`src/sv/ffha_pkg.sv`:
```
package ffha_pkg;

  localparam int MAX_BLOCKS   = 256;
  localparam int HEADER_BYTES = 8;
  localparam int ALIGN_BYTES  = 4;
  localparam int PAGE_MASK    = 32'hFFF;

  localparam int ADDR_W    = 24;
  localparam int SIZE_W    = 25;
  localparam int IDX_W     = $clog2(MAX_BLOCKS);
  localparam int CNT_W     = $clog2(MAX_BLOCKS + 1);
  localparam int CFG_IDX_W = 8;
  localparam int STATUS_W  = 3;

  localparam logic [SIZE_W-1:0] ADDR_TOP = 25'h100_0000;

  localparam logic ACT_ALLOC = 1'b0;
  localparam logic ACT_FREE  = 1'b1;

  localparam logic [STATUS_W-1:0] ST_OK      = 3'd0;
  localparam logic [STATUS_W-1:0] ST_NOOP    = 3'd1;
  localparam logic [STATUS_W-1:0] ST_OOM     = 3'd2;
  localparam logic [STATUS_W-1:0] ST_FULL    = 3'd3;
  localparam logic [STATUS_W-1:0] ST_UNKNOWN = 3'd4;

  localparam logic [CFG_IDX_W-1:0] REG_IMAGE_END  = 8'd0;
  localparam logic [CFG_IDX_W-1:0] REG_HEAP_LIMIT = 8'd1;

  // search token handed from cell to cell
  typedef struct packed {
    logic              valid;
    logic              act;
    logic [SIZE_W-1:0] key;         // rounded size, or release address minus header
    logic              key_ok;
    logic [CNT_W-1:0]  count;
    logic              append_ok;
    logic [ADDR_W-1:0] append_base;
    logic              resolved;
    logic              appended;
    logic              hit_busy;
    logic [ADDR_W-1:0] hit_base;
    logic [ADDR_W-1:0] hit_bytes;
  } ffha_tok_t;

endpackage

```
`src/sv/ffha_cell.sv`:
```
module ffha_cell (
  input  logic                      clk,
  input  logic                      rst,
  input  logic [ffha_pkg::IDX_W-1:0] idx,
  input  ffha_pkg::ffha_tok_t       tok_in,
  output ffha_pkg::ffha_tok_t       tok_out
);
  import ffha_pkg::*;

  logic [ADDR_W-1:0] base, base_next;
  logic [ADDR_W-1:0] bytes, bytes_next;
  logic              busy, busy_next;
  ffha_tok_t         tok_next;
  logic              in_range;
  logic              at_end;

  assign in_range = {1'b0, idx} < tok_in.count;
  assign at_end   = {1'b0, idx} == tok_in.count;

  always_comb begin
    tok_next   = tok_in;
    base_next  = base;
    bytes_next = bytes;
    busy_next  = busy;
    if (tok_in.valid && !tok_in.resolved) begin
      if (tok_in.act == ACT_ALLOC) begin
        if (in_range && !busy && ({1'b0, bytes} >= tok_in.key)) begin
          busy_next          = 1'b1;
          tok_next.resolved  = 1'b1;
          tok_next.hit_base  = base;
          tok_next.hit_bytes = bytes;
        end else if (at_end && tok_in.append_ok) begin
          base_next          = tok_in.append_base;
          bytes_next         = tok_in.key[ADDR_W-1:0];
          busy_next          = 1'b1;
          tok_next.resolved  = 1'b1;
          tok_next.appended  = 1'b1;
          tok_next.hit_base  = tok_in.append_base;
          tok_next.hit_bytes = tok_in.key[ADDR_W-1:0];
        end
      end else begin
        if (in_range && tok_in.key_ok && (base == tok_in.key[ADDR_W-1:0])) begin
          busy_next          = 1'b0;
          tok_next.resolved  = 1'b1;
          tok_next.hit_busy  = busy;
          tok_next.hit_bytes = bytes;
        end
      end
    end
  end

  always_ff @(posedge clk) begin
    base  <= base_next;
    bytes <= bytes_next;
    if (rst) begin
      busy    <= 1'b0;
      tok_out <= '0;
    end else begin
      busy    <= busy_next;
      tok_out <= tok_next;
    end
  end

endmodule

```
`config.mk`:
```
export PLATFORM = sky130hd
export DESIGN_NAME = ffha_cell
export DESIGN_NICKNAME = d
export VERILOG_FILES = /design/src/sv/ffha_pkg.sv /design/src/sv/ffha_cell.sv
export SDC_FILE = /design/constraint.sdc
export NUM_CORES = 1
export LEC_CHECK = 0
export BUFFER_PORTS_ARGS = -buffer_cell sky130_fd_sc_hd__buf_2
export CORE_ASPECT_RATIO = 0.8
export CORE_MARGIN = 4
export CORE_UTILIZATION = 30
export CTS_CLUSTER_SIZE = 12
export DETAILED_ROUTE_END_ITERATION = 7
export RECOVER_POWER = 25
export SLEW_MARGIN = 20
export SYNTH_ARGS = -nofsm -noshare
export SYNTH_HDL_FRONTEND = slang
export SYNTH_SLANG_ARGS = --single-unit
```
`constraint.sdc`:
```
create_clock -name clk -period 3.3 [get_ports clk]
set_clock_uncertainty 0.1 [all_clocks]
set_input_delay 0.165 -clock clk [delete_from_list [all_inputs] [get_ports clk]]
set_output_delay 0.165 -clock clk [all_outputs]
set_load 0.1 [all_outputs]
```
==> qor.yml <==
violations: "capacitance limit, slew limit"
synth_edf_count: 48
die_x_um: 177
syn_avg_cell_area_um2: 10.8
slowest_stage: "or4_1"
regToRegSetupSlack_ns: 0.44
cpPeakStageDelay_ns: 0.57
final_common_cell: "buf_2"
async_flop_share: 0
antenna_cells: 0
post_cts_buffers: 0
crit_chain: "dlygate4sd3_1 > clkbuf_1 > inv_1 > ha_1 > nand4b_1 > or4_1 > o21ai_2 > o21ai_4 > buf_4 > mux2i_1 > o31ai_1"
first_iter_violations: 321
crit_required_ns: 3.48
route.detailed.drc: 0
ys_seq_elements: 162
track_usage: 0.179
fp-row-count: 49
slew_headroom: -0.320
cts_max_level: 4
rsz0062_at_grt: "false"
final_cell_mix: "188 x buf_2, 114 x dfxtp_1, 112 x dlygate4sd3_1, 60 x inv_1"
utilization: 0.445
area_growth_pct: 46.0
synth_simple_gate_area_frac: 0.109
cts_tree: "yes"
finalCritPeriodShare: 0.933
critPathLaunchType: "primary input"
drive_above_1_share: 0.249
ctsResizeCount: 0
firstDrtPassIters: 5
dieArea_um2: 25400
slew_viol_final: 70
ys_seq_area_frac: 0.542
period_needed_ns: 3.08
multiInputGateArea_um2: 2760
netlist_instances: 633
worst_pin_slew_ns: 1.98
powerDensity_nw_per_um2: 535
hold_class: "primary input to flip-flop"
synthFlopType: "dfxtp_1"
nets: 1133
critical_path_peak_fanout: 24
dp_hpwl_um: 16300
p_total_uw: 5360
cts_buffer_depth: 2
p_sw_uw: 1740
grt_pass1_vias: 6196
clk_pin_slew_ns: 0.07
grt_overflow_total: 0
via_per_inst: 4.68
cp_data_arrival_time_ns: 3.26
p_leak_uw: 0.00456
wire_per_inst_um: 17.5
fillers: 2180
p_int_uw: 3620
num_io_pins: 236
vias: 6075
syn-num-nets: 788
cp-end-kind: "flip-flop"
netlist_area_um2: 6860
initial_core_util: 0.305
routed_wl_um: 22700
setup_tns_ns: 0
synthMuxAreaShare: 0.0365
peakVddDrop_mv: 0.261
clkPwrFrac: 0.386
cts-buffers-inserted: 17
cap_violations: 2
p_sw_frac: 0.325
core_um2: 22500
clock.fmax_mhz: 325
die_height_um: 143
grt_pass1_wl_um: 34700
port-buffer-count: 235
insertion_delay_ns: 0.42
power_frac_comb: 0.214
worstSetupPathType: "primary input to flip-flop"
synth_fa_ha_area_frac: 0.0583
regArea_um2: 3720
dpl_worst_slack_ns: 0.431
synthXorXnorAreaFrac: 0.0306
gp_congestion: 0.841
status: "complete, but fails checks"
synth-warning-count: 0
synth.distinct_cells: 44
pwr-share-seq: 0.401
cts_sinks: 162
synth_compound_area_frac: 0.165
clockRootBuffer: "clkbuf_16"
hold_viol: 0
grt_start_max_net_pins: 51
setup_slack_ns: 0.221
antenna_found_initial: 0
synth_top_family_by_area: "compound AO/OA/AOI/OAI gates"
setup_viol: 0
drtAntennaViolNets: 0
[layer usage]
metal  routed length, µm  share of wire  vias up  global-route usage
met5                   0              0        -                   0
met4                 328          0.014        0              0.0501
met3                1600          0.070       23              0.0450
met2               10300           0.45      252               0.288
met1               10500           0.46     2845               0.240
li1                    -              -     2955                   -
[synth_stat cells (2+ instances only)]
| cell type | count | area share |
|---|---|---|
| o221a_2 | 6 | 0.0098 |
| o21ai_0 | 28 | 0.020 |
| a21o_1 | 2 | 0.0022 |
| a22oi_1 | 24 | 0.026 |
| o31ai_1 | 24 | 0.026 |
| dfxtp_1 | 114 | 0.33 |
| a21oi_1 | 36 | 0.026 |
| nand4_1 | 8 | 0.0073 |
| clkbuf_1 | 19 | 0.010 |
| buf_6 | 6 | 0.0098 |
| nor3_1 | 4 | 0.0029 |
| a211oi_1 | 2 | 0.0022 |
| nor2_1 | 40 | 0.022 |
| or4_1 | 2 | 0.0022 |
| ha_1 | 32 | 0.058 |
| nand2_1 | 31 | 0.017 |
| xor2_1 | 24 | 0.031 |
| edfxtp_1 | 48 | 0.21 |
| inv_1 | 61 | 0.033 |
| nor4_1 | 10 | 0.0091 |
| o221a_1 | 18 | 0.030 |
| a211oi_2 | 3 | 0.0055 |
| buf_2 | 6 | 0.0044 |
| o21a_1 | 4 | 0.0044 |
| nor2b_1 | 34 | 0.031 |
| nand4b_1 | 2 | 0.0026 |
| mux2i_1 | 25 | 0.036 |
| nand3_1 | 4 | 0.0029 |
[worst paths after layout]
kind	start	to	cells past startpoint
worst min register to register	busy$_SDFFE_PP0P_	busy$_SDFFE_PP0P_	2
worst min-delay path	tok_in[50]	tok_out[50]$_SDFF_PP0_	3
worst max-delay path	tok_in[108]	tok_out[3]$_SDFF_PP0_	11
worst max register to register	bytes[2]$_DFFE_PP_	tok_out[3]$_SDFF_PP0_	9
[area by class of cell]
class,instances,area share
clock buffers,17,0.0425
clock inverters,15,0.0180
inverters,61,0.0232
multi-input cells,378,0.275
flip-flops and latches,162,0.372
well taps,306,0.0382
repair buffers,358,0.231
[cells by family after synthesis]
family / after synthesis
muxes: 25
and+or+nand+nor: 142
AOI/OAI and AO/OA: 155
DFF: 162
xor gates and xnor gates: 24
adders and majority gates: 32
buffers and inverters: 93
[repair_timing]
| action | in CTS | in global routing |
|---|---|---|
| endpoints found under the hold margin | 161 | 0 |
| endpoints found under the setup margin | 0 | 0 |
| hold buffers | 112 | 0 |
[power by group through the flow]
stage	clock, µW	sequential, µW	combinational, µW
after CTS	2110	2150	1150
after global routing	2210	2150	1210
after global placement	0	2190	1040
after floorplan	0	2770	213
after detailed placement	0	2190	1050
final	2070	2150	1140
[critical path: cells and delay by family]
family	cells	cell delay [ns]
adders and majority gates	1	0.31
muxes	1	0.17
buffers and inverters	4	1.20
AOI/OAI and AO/OA	3	0.67
and+or+nand+nor	2	0.74
[flip-flops by register name, indices dropped and copies added, names as in the netlist]
register  flops
tok_out     113
bytes        24
busy          1
base         24
[stage by stage]
step,hold slack (ns),area [µm²],std cells
2_1_floorplan,0.164,6870,633
3_5_place_dp,0.278,8360,1153
4_1_cts,0.00449,10100,1297
3_3_place_gp,0.278,8360,1153
5_1_grt,0.0355,10000,1297
6_report,0.0471,10000,1297
No activity file was read; power rests on OpenSTA's default activity.
