--- config.mk ---
export PLATFORM = sky130hd
export DESIGN_NAME = ffha_ctrl_flat
export DESIGN_NICKNAME = d
export VERILOG_FILES = /design/src/sv/ffha_pkg.sv /design/src/sv/ffha_if.sv /design/src/sv/ffha_ctrl.sv /design/src/flat_wrapper.sv
export SDC_FILE = /design/constraint.sdc
export NUM_CORES = 1
export LEC_CHECK = 0
export ABC_AREA = 1
export BUFFER_PORTS_ARGS = -buffer_cell sky130_fd_sc_hd__buf_2
export CORE_MARGIN = 1
export CORE_UTILIZATION = 60
export CTS_BUF_LIST = sky130_fd_sc_hd__clkbuf_16
export CTS_CLUSTER_SIZE = 40
export DETAILED_ROUTE_END_ITERATION = 7
export PLACE_DENSITY = 0.85
export SYNTH_ARGS = -nofsm -noshare
export SYNTH_HDL_FRONTEND = slang
export SYNTH_SLANG_ARGS = --single-unit
--- constraint.sdc ---
create_clock -name clk -period 9.5 [get_ports clk]
set_input_delay 0.475 -clock clk [delete_from_list [all_inputs] [get_ports clk]]
set_output_delay 0.475 -clock clk [all_outputs]
set_load 0.005 [all_outputs]
--- src/sv/ffha_pkg.sv ---
package ffha_pkg;

  localparam int MAX_BLOCKS   = 256;
  localparam int HEADER_BYTES = 8;
  localparam int ALIGN_BYTES  = 4;
  localparam int PAGE_MASK    = 32'hFFF;

  localparam int ADDR_W    = 24;
  localparam int SIZE_W    = 25;
  localparam int IDX_W     = $clog2(MAX_BLOCKS);
  localparam int CNT_W     = $clog2(MAX_BLOCKS + 1);
  localparam int CFG_IDX_W = 8;
  localparam int STATUS_W  = 3;

  localparam logic [SIZE_W-1:0] ADDR_TOP = 25'h100_0000;

  localparam logic ACT_ALLOC = 1'b0;
  localparam logic ACT_FREE  = 1'b1;

  localparam logic [STATUS_W-1:0] ST_OK      = 3'd0;
  localparam logic [STATUS_W-1:0] ST_NOOP    = 3'd1;
  localparam logic [STATUS_W-1:0] ST_OOM     = 3'd2;
  localparam logic [STATUS_W-1:0] ST_FULL    = 3'd3;
  localparam logic [STATUS_W-1:0] ST_UNKNOWN = 3'd4;

  localparam logic [CFG_IDX_W-1:0] REG_IMAGE_END  = 8'd0;
  localparam logic [CFG_IDX_W-1:0] REG_HEAP_LIMIT = 8'd1;

  // search token handed from cell to cell
  typedef struct packed {
    logic              valid;
    logic              act;
    logic [SIZE_W-1:0] key;         // rounded size, or release address minus header
    logic              key_ok;
    logic [CNT_W-1:0]  count;
    logic              append_ok;
    logic [ADDR_W-1:0] append_base;
    logic              resolved;
    logic              appended;
    logic              hit_busy;
    logic [ADDR_W-1:0] hit_base;
    logic [ADDR_W-1:0] hit_bytes;
  } ffha_tok_t;

endpackage

--- src/sv/ffha_if.sv ---
interface ffha_in_if;
  import ffha_pkg::*;
  logic              valid;
  logic              ready;
  logic              action;
  logic [ADDR_W-1:0] request_bytes;
  logic [ADDR_W-1:0] release_address;
  modport source(output valid, action, request_bytes, release_address, input ready);
  modport sink(input valid, action, request_bytes, release_address, output ready);
endinterface

interface ffha_out_if;
  import ffha_pkg::*;
  logic                valid;
  logic                ready;
  logic [ADDR_W-1:0]   granted_address;
  logic [STATUS_W-1:0] status;
  logic [SIZE_W-1:0]   bytes_in_use;
  modport source(output valid, granted_address, status, bytes_in_use, input ready);
  modport sink(input valid, granted_address, status, bytes_in_use, output ready);
endinterface

interface ffha_cfg_if;
  import ffha_pkg::*;
  logic                 valid;
  logic                 ready;
  logic [CFG_IDX_W-1:0] index;
  logic [SIZE_W-1:0]    data;
  modport source(output valid, index, data, input ready);
  modport sink(input valid, index, data, output ready);
endinterface

--- src/sv/ffha_ctrl.sv ---
module ffha_ctrl (
  input  logic                clk,
  input  logic                rst,
  ffha_in_if.sink             alloc_in,
  ffha_out_if.source          alloc_out,
  ffha_cfg_if.sink            cfg,
  output ffha_pkg::ffha_tok_t tok_launch,
  input  ffha_pkg::ffha_tok_t tok_done
);
  import ffha_pkg::*;

  localparam logic [2:0] S_IDLE   = 3'd0;
  localparam logic [2:0] S_PREP   = 3'd1;
  localparam logic [2:0] S_LAUNCH = 3'd2;
  localparam logic [2:0] S_SCAN   = 3'd3;
  localparam logic [2:0] S_FIN    = 3'd4;

  logic [2:0]        state;
  logic              act;
  logic [ADDR_W-1:0] req;
  logic [ADDR_W-1:0] rel;
  logic [SIZE_W-1:0] size;
  logic              noop;
  logic              oom;
  logic [SIZE_W-1:0] limit;
  logic [SIZE_W-1:0] bump;
  logic [SIZE_W-1:0] used;
  logic [CNT_W-1:0]  count;
  ffha_tok_t         done;

  logic              oom_now;
  logic              out_free;
  logic [STATUS_W-1:0] fin_status;
  logic [ADDR_W-1:0]   fin_addr;
  logic [SIZE_W-1:0]   fin_used;
  logic [SIZE_W-1:0]   restart_bump;
  logic [SIZE_W-1:0]   blk_bytes;

  assign alloc_in.ready = (state == S_IDLE);
  assign cfg.ready      = (state == S_IDLE);
  assign out_free       = !alloc_out.valid || alloc_out.ready;

  assign oom_now = ({1'b0, bump} + (SIZE_W+1)'(HEADER_BYTES) + {1'b0, size}) >= {1'b0, limit};
  assign restart_bump = ({1'b0, cfg.data[ADDR_W-1:0]} + SIZE_W'(PAGE_MASK))
                        & ~SIZE_W'(PAGE_MASK);
  assign blk_bytes = {1'b0, done.hit_bytes} + SIZE_W'(HEADER_BYTES);

  always_comb begin
    tok_launch             = '0;
    tok_launch.valid       = (state == S_LAUNCH);
    tok_launch.act         = act;
    tok_launch.count       = count;
    tok_launch.append_base = bump[ADDR_W-1:0];
    if (act == ACT_ALLOC) begin
      tok_launch.key       = size;
      tok_launch.key_ok    = 1'b1;
      tok_launch.append_ok = !oom_now && (count < CNT_W'(MAX_BLOCKS));
    end else begin
      tok_launch.key       = {1'b0, rel} - SIZE_W'(HEADER_BYTES);
      tok_launch.key_ok    = rel >= ADDR_W'(HEADER_BYTES);
      tok_launch.append_ok = 1'b0;
    end
  end

  always_comb begin
    fin_status = ST_NOOP;
    fin_addr   = '0;
    fin_used   = used;
    if (!noop) begin
      if (act == ACT_ALLOC) begin
        if (done.resolved) begin
          fin_status = ST_OK;
          fin_addr   = done.hit_base + ADDR_W'(HEADER_BYTES);
          fin_used   = used + blk_bytes;
        end else begin
          fin_status = oom ? ST_OOM : ST_FULL;
        end
      end else begin
        if (!done.resolved) begin
          fin_status = ST_UNKNOWN;
        end else if (done.hit_busy) begin
          fin_status = ST_OK;
          fin_used   = used - blk_bytes;
        end
      end
    end
  end

  always_ff @(posedge clk) begin
    if (rst) begin
      state           <= S_IDLE;
      limit           <= ADDR_TOP;
      bump            <= '0;
      used            <= '0;
      count           <= '0;
      alloc_out.valid <= 1'b0;
    end else begin
      if ((state == S_FIN) && out_free) begin
        alloc_out.valid <= 1'b1;
      end else if (alloc_out.valid && alloc_out.ready) begin
        alloc_out.valid <= 1'b0;
      end
      if (cfg.valid && cfg.ready) begin
        if (cfg.index == REG_IMAGE_END) begin
          bump  <= restart_bump;
          used  <= '0;
          count <= '0;
        end else if (cfg.index == REG_HEAP_LIMIT) begin
          limit <= (cfg.data > ADDR_TOP) ? ADDR_TOP : cfg.data;
        end
      end
      unique case (state)
        S_IDLE: begin
          if (alloc_in.valid) begin
            act   <= alloc_in.action;
            req   <= alloc_in.request_bytes;
            rel   <= alloc_in.release_address;
            state <= S_PREP;
          end
        end
        S_PREP: begin
          size <= ({1'b0, req} + SIZE_W'(ALIGN_BYTES - 1)) & ~SIZE_W'(ALIGN_BYTES - 1);
          if (act == ACT_ALLOC) begin
            noop <= (req == '0);
            state <= (req == '0) ? S_FIN : S_LAUNCH;
          end else begin
            noop <= (rel == '0);
            state <= (rel == '0) ? S_FIN : S_LAUNCH;
          end
        end
        S_LAUNCH: begin
          oom   <= oom_now;
          state <= S_SCAN;
        end
        S_SCAN: begin
          if (tok_done.valid) begin
            done  <= tok_done;
            state <= S_FIN;
          end
        end
        S_FIN: begin
          if (out_free) begin
            alloc_out.status          <= fin_status;
            alloc_out.granted_address <= fin_addr;
            alloc_out.bytes_in_use    <= fin_used;
            used                      <= fin_used;
            if (!noop && (act == ACT_ALLOC) && done.appended) begin
              bump  <= bump + blk_bytes;
              count <= count + CNT_W'(1);
            end
            state <= S_IDLE;
          end
        end
        default: state <= S_IDLE;
      endcase
    end
  end

endmodule

--- src/flat_wrapper.sv ---
// flat-port wrapper written by rule: the top's interface ports become plain ports
module ffha_ctrl_flat import ffha_pkg::*;
  (clk, rst, tok_launch, tok_done, alloc_in_valid, alloc_in_action, alloc_in_request_bytes, alloc_in_release_address, alloc_in_ready, alloc_out_valid, alloc_out_granted_address, alloc_out_status, alloc_out_bytes_in_use, alloc_out_ready, cfg_valid, cfg_index, cfg_data, cfg_ready);
  ffha_in_if alloc_in_i ();
  ffha_out_if alloc_out_i ();
  ffha_cfg_if cfg_i ();
  input  logic clk;
  input  logic rst;
  output ffha_pkg::ffha_tok_t tok_launch;
  input  ffha_pkg::ffha_tok_t tok_done;
  input wire logic [$bits(alloc_in_i.valid)-1:0] alloc_in_valid;
  input wire logic [$bits(alloc_in_i.action)-1:0] alloc_in_action;
  input wire logic [$bits(alloc_in_i.request_bytes)-1:0] alloc_in_request_bytes;
  input wire logic [$bits(alloc_in_i.release_address)-1:0] alloc_in_release_address;
  output wire logic [$bits(alloc_in_i.ready)-1:0] alloc_in_ready;
  output wire logic [$bits(alloc_out_i.valid)-1:0] alloc_out_valid;
  output wire logic [$bits(alloc_out_i.granted_address)-1:0] alloc_out_granted_address;
  output wire logic [$bits(alloc_out_i.status)-1:0] alloc_out_status;
  output wire logic [$bits(alloc_out_i.bytes_in_use)-1:0] alloc_out_bytes_in_use;
  input wire logic [$bits(alloc_out_i.ready)-1:0] alloc_out_ready;
  input wire logic [$bits(cfg_i.valid)-1:0] cfg_valid;
  input wire logic [$bits(cfg_i.index)-1:0] cfg_index;
  input wire logic [$bits(cfg_i.data)-1:0] cfg_data;
  output wire logic [$bits(cfg_i.ready)-1:0] cfg_ready;
  assign alloc_in_i.valid = alloc_in_valid;
  assign alloc_in_i.action = alloc_in_action;
  assign alloc_in_i.request_bytes = alloc_in_request_bytes;
  assign alloc_in_i.release_address = alloc_in_release_address;
  assign alloc_in_ready = alloc_in_i.ready;
  assign alloc_out_valid = alloc_out_i.valid;
  assign alloc_out_granted_address = alloc_out_i.granted_address;
  assign alloc_out_status = alloc_out_i.status;
  assign alloc_out_bytes_in_use = alloc_out_i.bytes_in_use;
  assign alloc_out_i.ready = alloc_out_ready;
  assign cfg_i.valid = cfg_valid;
  assign cfg_i.index = cfg_index;
  assign cfg_i.data = cfg_data;
  assign cfg_ready = cfg_i.ready;
  ffha_ctrl u_core (.clk(clk), .rst(rst), .alloc_in(alloc_in_i), .alloc_out(alloc_out_i), .cfg(cfg_i), .tok_launch(tok_launch), .tok_done(tok_done));
endmodule
==> impl_table.tex <==
\begin{tabular}{lr}
\hline
Metric & Value \\
\hline
\multicolumn{2}{l}{\textbf{Worst setup path}} \\
\quad Critical path's slowest cell & sky130\_fd\_sc\_hd\_\_dfxtp\_1 \\
\quad Element type at the critical path end & primary output \\
\quad Count of buffering cells on the critical path with inverters included & 5 \\
\quad CP arrival & 5.05 ns \\
\quad Nature of the critical path startpoint & flip-flop \\
\quad Crit Path Category & reg2out \\
\quad Top cell family by delay on the critical path & simple AND/OR/NAND/NOR gates \\
\quad Critical path data required time & roughly 9 ns \\
\quad CP peak stage delay & approximately 0.42 ns \\
\quad CP Max Fanout & 4 \\
\multicolumn{2}{l}{\textbf{Synth}} \\
\quad Yosys warning total & 0 \\
\quad Top flip-flop cell by instance count after synthesis & sky130\_fd\_sc\_hd\_\_edfxtp\_1 \\
\quad Post-synthesis async set-or-reset flop share & 0\% \\
\quad Top cell types by occurrence after synthesis & sky130\_fd\_sc\_hd\_\_nand2\_1 (633), sky130\_fd\_sc\_hd\_\_inv\_1 (363), sky130\_fd\_sc\_hd\_\_nor2\_1 (261) \\
\quad Leading area contributor after synthesis & sky130\_fd\_sc\_hd\_\_edfxtp\_1 \\
\quad Biggest area contributors in the synthesized netlist & sky130\_fd\_sc\_hd\_\_edfxtp\_1 (27\%), sky130\_fd\_sc\_hd\_\_nand2\_1 (12\%), sky130\_fd\_sc\_hd\_\_ha\_1 (9.4\%) \\
\quad Leading cell type by number of instances after synthesis & sky130\_fd\_sc\_hd\_\_nand2\_1 \\
\quad Cells after Synth & $\sim$2.6k \\
\quad Register area share after synthesis & a little over a third \\
\quad Number of synthesized flops with an enable pin & about 180 \\
\quad Syn Std Cell Area & between 15,000 and 20,000 µm² \\
\quad Synth Area per Inst & around 7.4 µm² \\
\quad Portion of synthesized cell area occupied by the leading cell type & a little over a quarter \\
\quad FF+latch count, synth & about 270 \\
\quad Number of distinct library cells after synthesis & 60 \\
\multicolumn{2}{l}{\textbf{Drt}} \\
\quad Residual DRC & 0 \\
\quad Vias per std cell & 5.735 \\
\quad Detailed router's first-iteration violation count & $\sim$1.6k \\
\quad Routed via count & 18.62k \\
\quad Antenna viol nets, final & 0 \\
\quad Sum of routed wire length over all layers & between 60 and 70 mm \\
\quad Count of TritonRoute iterations in the first routing pass & 6 \\
\quad Mean routed wirelength per cell & slightly below 20 µm \\
\multicolumn{2}{l}{\textbf{Clock network}} \\
\quad Clock root buffer & sky130\_fd\_sc\_hd\_\_clkbuf\_16 \\
\quad Clock network latency to the later pin of the worst-skew pair & roughly 0.60 ns \\
\quad Number of levels in the clock H-tree & 1 \\
\quad Clk slew on worst S/H paths & around 0.07 ns \\
\quad Clock sink count & around 270 \\
\quad CTS tree & built \\
\quad Number of buffers on the longest clock path & 3 \\
\quad Number of buffers inserted by hold repair at cts & 0 \\
\quad Quantity of gates resized following cts & 0 \\
\quad Post-CTS setup buffer count & 0 \\
\quad Number of buffers added by the clock tree synthesis step & 29 \\
\multicolumn{2}{l}{\textbf{Timing}} \\
\quad Upper clock frequency limit & approximately 0.18 GHz \\
\quad Actual slew at the worst max-slew pin & 0.9766 ns \\
\quad Final min period & 5.522 ns \\
\quad Count of endpoints failing hold in the final timing report & 0 \\
\quad Final setup violation count & 0 \\
\quad Final worst-path cycle share & about three fifths \\
\quad Unrepaired setup endpoints after global routing & no \\
\quad Remaining max-slew budget at the tightest pin & roughly a third \\
\quad Final Skew & roughly 0.020 ns \\
\quad Sum Neg Setup Slack & 0 ns \\
\quad Max-slew violation count & 0 \\
\multicolumn{2}{l}{\textbf{GRT}} \\
\quad Global Route met1 Usage & 42.76\% \\
\quad Global-route wire length before repair & around 96 mm \\
\quad Vias in the first global route & about 18k \\
\quad GRT met2 Usage & approximately two thirds \\
\quad Routing layer with the top usage in global route & met2 \\
\quad Pin count of the biggest net entering global routing & between 70 and 80 \\
\quad Initial antenna violation count & 6 \\
\quad Overall routing resource usage & 37.64\% \\
\quad GR Util met3 & under 10\% \\
\quad GRT Residual Overflow & 0 \\
\multicolumn{2}{l}{\textbf{Floorplan}} \\
\quad Chip Width & around 180 µm \\
\quad Die area & 32,970 µm² \\
\quad Placeable core region & between 30,000 and 40,000 µm² \\
\quad Total number of placement rows & 65 \\
\quad Initial core utilization & 61.15\% \\
\quad Vertical die dimension & between 150 and 200 µm \\
\quad IO Pins & about 370 \\
\multicolumn{2}{l}{\textbf{Place}} \\
\quad GP Congestion & roughly 0.98 \\
\quad \# port buffers & between 200 and 300 \\
\quad HPWL reported at the end of detailed placement & slightly below 50 mm \\
\multicolumn{2}{l}{\textbf{Pwr}} \\
\quad Total chip power & $\sim$2.7 mW \\
\quad Maximum vdd drop & around 0.15 mV \\
\quad PD cells & $\sim$130 nW/µm² \\
\quad Leak & 10.49 nW \\
\multicolumn{2}{l}{\textbf{Final layout}} \\
\quad Fraction of layout cells with a size suffix above 1 & 13.07\% \\
\quad P\&R area growth vs syn & 11.52\% \\
\quad Filler Cell Count & between 2k and 3k \\
\quad NumNets Final & 3,166 \\
\multicolumn{2}{l}{\textbf{Worst hold path}} \\
\quad Worst min-delay path class & in2reg \\
\multicolumn{2}{l}{\textbf{Run status}} \\
\quad Run status & finished clean \\
\multicolumn{2}{l}{\textbf{Job}} \\
\quad Maximum Capacitance Violations & 0 \\
\hline
\end{tabular}
-- per-layer routing --
metal | part of all wire (%) | vias to the layer above
met2 | 49 | 826
met3 | 6.5 | 216
li1 | - | 8929
met1 | 38 | 8644
met5 | 0 | -
met4 | 6.5 | 0
-- final timing paths --
path | slack [ns] | endpoint | cells after the start | startpoint
hold / removal | 0.05 | u_core.req[5] | 1 | alloc_in_request_bytes[5]
hold reg to reg | 0.47 | u_core.limit[11] | 2 | u_core.limit[11]
setup reg to reg | 4.84 | u_core.alloc_out.bytes_in_use[21] | 22 | u_core.done[3]
setup / recovery | 3.98 | tok_launch[75] | 25 | u_core.bump[3]
-- metrics by stage --
step	std cells	setup WS [ns]	utilization (%)	cell area, µm²	hold slack, ns
6_report	3246	3.978	68.20	21580	0.05289
5_1_grt	3246	3.692	68.20	21580	0.04228
4_1_cts	3240	4.069	68.16	21560	0.04170
3_5_place_dp	3187	4.718	64.96	20550	0.4606
3_3_place_gp	3187	4.839	64.96	20550	0.4583
2_1_floorplan	2653	3.483	-	19540	0.4403
-- worst register-to-register path, stage by stage (launching register included) --
cell and delay (ns):
sky130_fd_sc_hd__edfxtp_1 0.44, sky130_fd_sc_hd__ha_1 0.22, sky130_fd_sc_hd__nand2_1 0.10, sky130_fd_sc_hd__nor2_1 0.32, sky130_fd_sc_hd__nand2_1 0.16, sky130_fd_sc_hd__nor2_1 0.27, sky130_fd_sc_hd__nand3b_1 0.16, sky130_fd_sc_hd__nor2_1 0.19
sky130_fd_sc_hd__inv_1 0.09, sky130_fd_sc_hd__nor2_1 0.16, sky130_fd_sc_hd__a21oi_1 0.08, sky130_fd_sc_hd__a21oi_1 0.36, sky130_fd_sc_hd__ha_1 0.46, sky130_fd_sc_hd__inv_1 0.17, sky130_fd_sc_hd__nand2_1 0.08, sky130_fd_sc_hd__inv_1 0.08
sky130_fd_sc_hd__nand2_1 0.07, sky130_fd_sc_hd__nor2_1 0.27, sky130_fd_sc_hd__nand3_1 0.27, sky130_fd_sc_hd__nand3_1 0.17, sky130_fd_sc_hd__nand2_1 0.06, sky130_fd_sc_hd__nand3_1 0.07, sky130_fd_sc_hd__nand3_1 0.13
-- kinds of logic (layout without fill, tap and decap cells) --
group	Yosys count	count (layout)	share of synthesized area (%)
AOI/OAI and AO/OA	421	421	12.20
xor gates and xnor gates	66	66	3.027
adders and majority gates	150	150	9.856
buffers and inverters	508	693	11.74
DFF	265	265	36.58
other	1	57	0.01938
and+or+nand+nor	1192	1192	26.59
-- cell usage in the layout, fill, tap and decap left out, types with 17 or more instances in the layout --
cell,synthesis,layout
sky130_fd_sc_hd__nand2_1,633,633
sky130_fd_sc_hd__inv_1,363,364
sky130_fd_sc_hd__nor2_1,261,259
sky130_fd_sc_hd__buf_2,25,255
sky130_fd_sc_hd__a21oi_1,201,201
sky130_fd_sc_hd__edfxtp_1,177,177
sky130_fd_sc_hd__nand3_1,146,146
sky130_fd_sc_hd__ha_1,146,146
sky130_fd_sc_hd__o21ai_0,115,115
sky130_fd_sc_hd__dfxtp_1,88,88
sky130_fd_sc_hd__nand4_1,52,52
sky130_fd_sc_hd__conb_1,1,51
sky130_fd_sc_hd__xor2_1,47,47
sky130_fd_sc_hd__nor3_1,35,35
sky130_fd_sc_hd__clkbuf_16,0,29
sky130_fd_sc_hd__a211oi_1,28,28
sky130_fd_sc_hd__xnor2_1,18,18
sky130_fd_sc_hd__o21bai_1,17,17
-- layout make-up --
cell class                 count  area [µm²]  area share, %
tap                          402       503.0          2.331
antenna                        6       15.01        0.06959
clock buffer                  29       725.7          3.363
multi-input combinational   1880       10210          47.34
timing repair buffer         264        1344          6.228
clock inverter                24       284.0          1.316
sequential                   265        7077          32.80
inverter                     376        1414          6.553
-- registers in the layout, summed over array words and instances, names as in the netlist, 3 cells and up --
name                              flops
u_core.alloc_out.granted_address     24
u_core.limit                         25
u_core.req                           24
u_core.done                          51
u_core.count                          9
u_core.bump                          25
u_core.used                          25
u_core.alloc_out.bytes_in_use        25
u_core.alloc_out.status               3
u_core.state                          3
u_core.rel                           24
u_core.size                          23
-- power by group --
group / switching (mW) / internal, mW / leakage [nW] / total [mW]
logic: 0.149 / 0.0786 / 7.67 / 0.228
clock network: 0.511 / 0.699 / 0.489 / 1.21
registers: 0.0258 / 1.26 / 2.33 / 1.28
(Power assumes the default switching activity.)
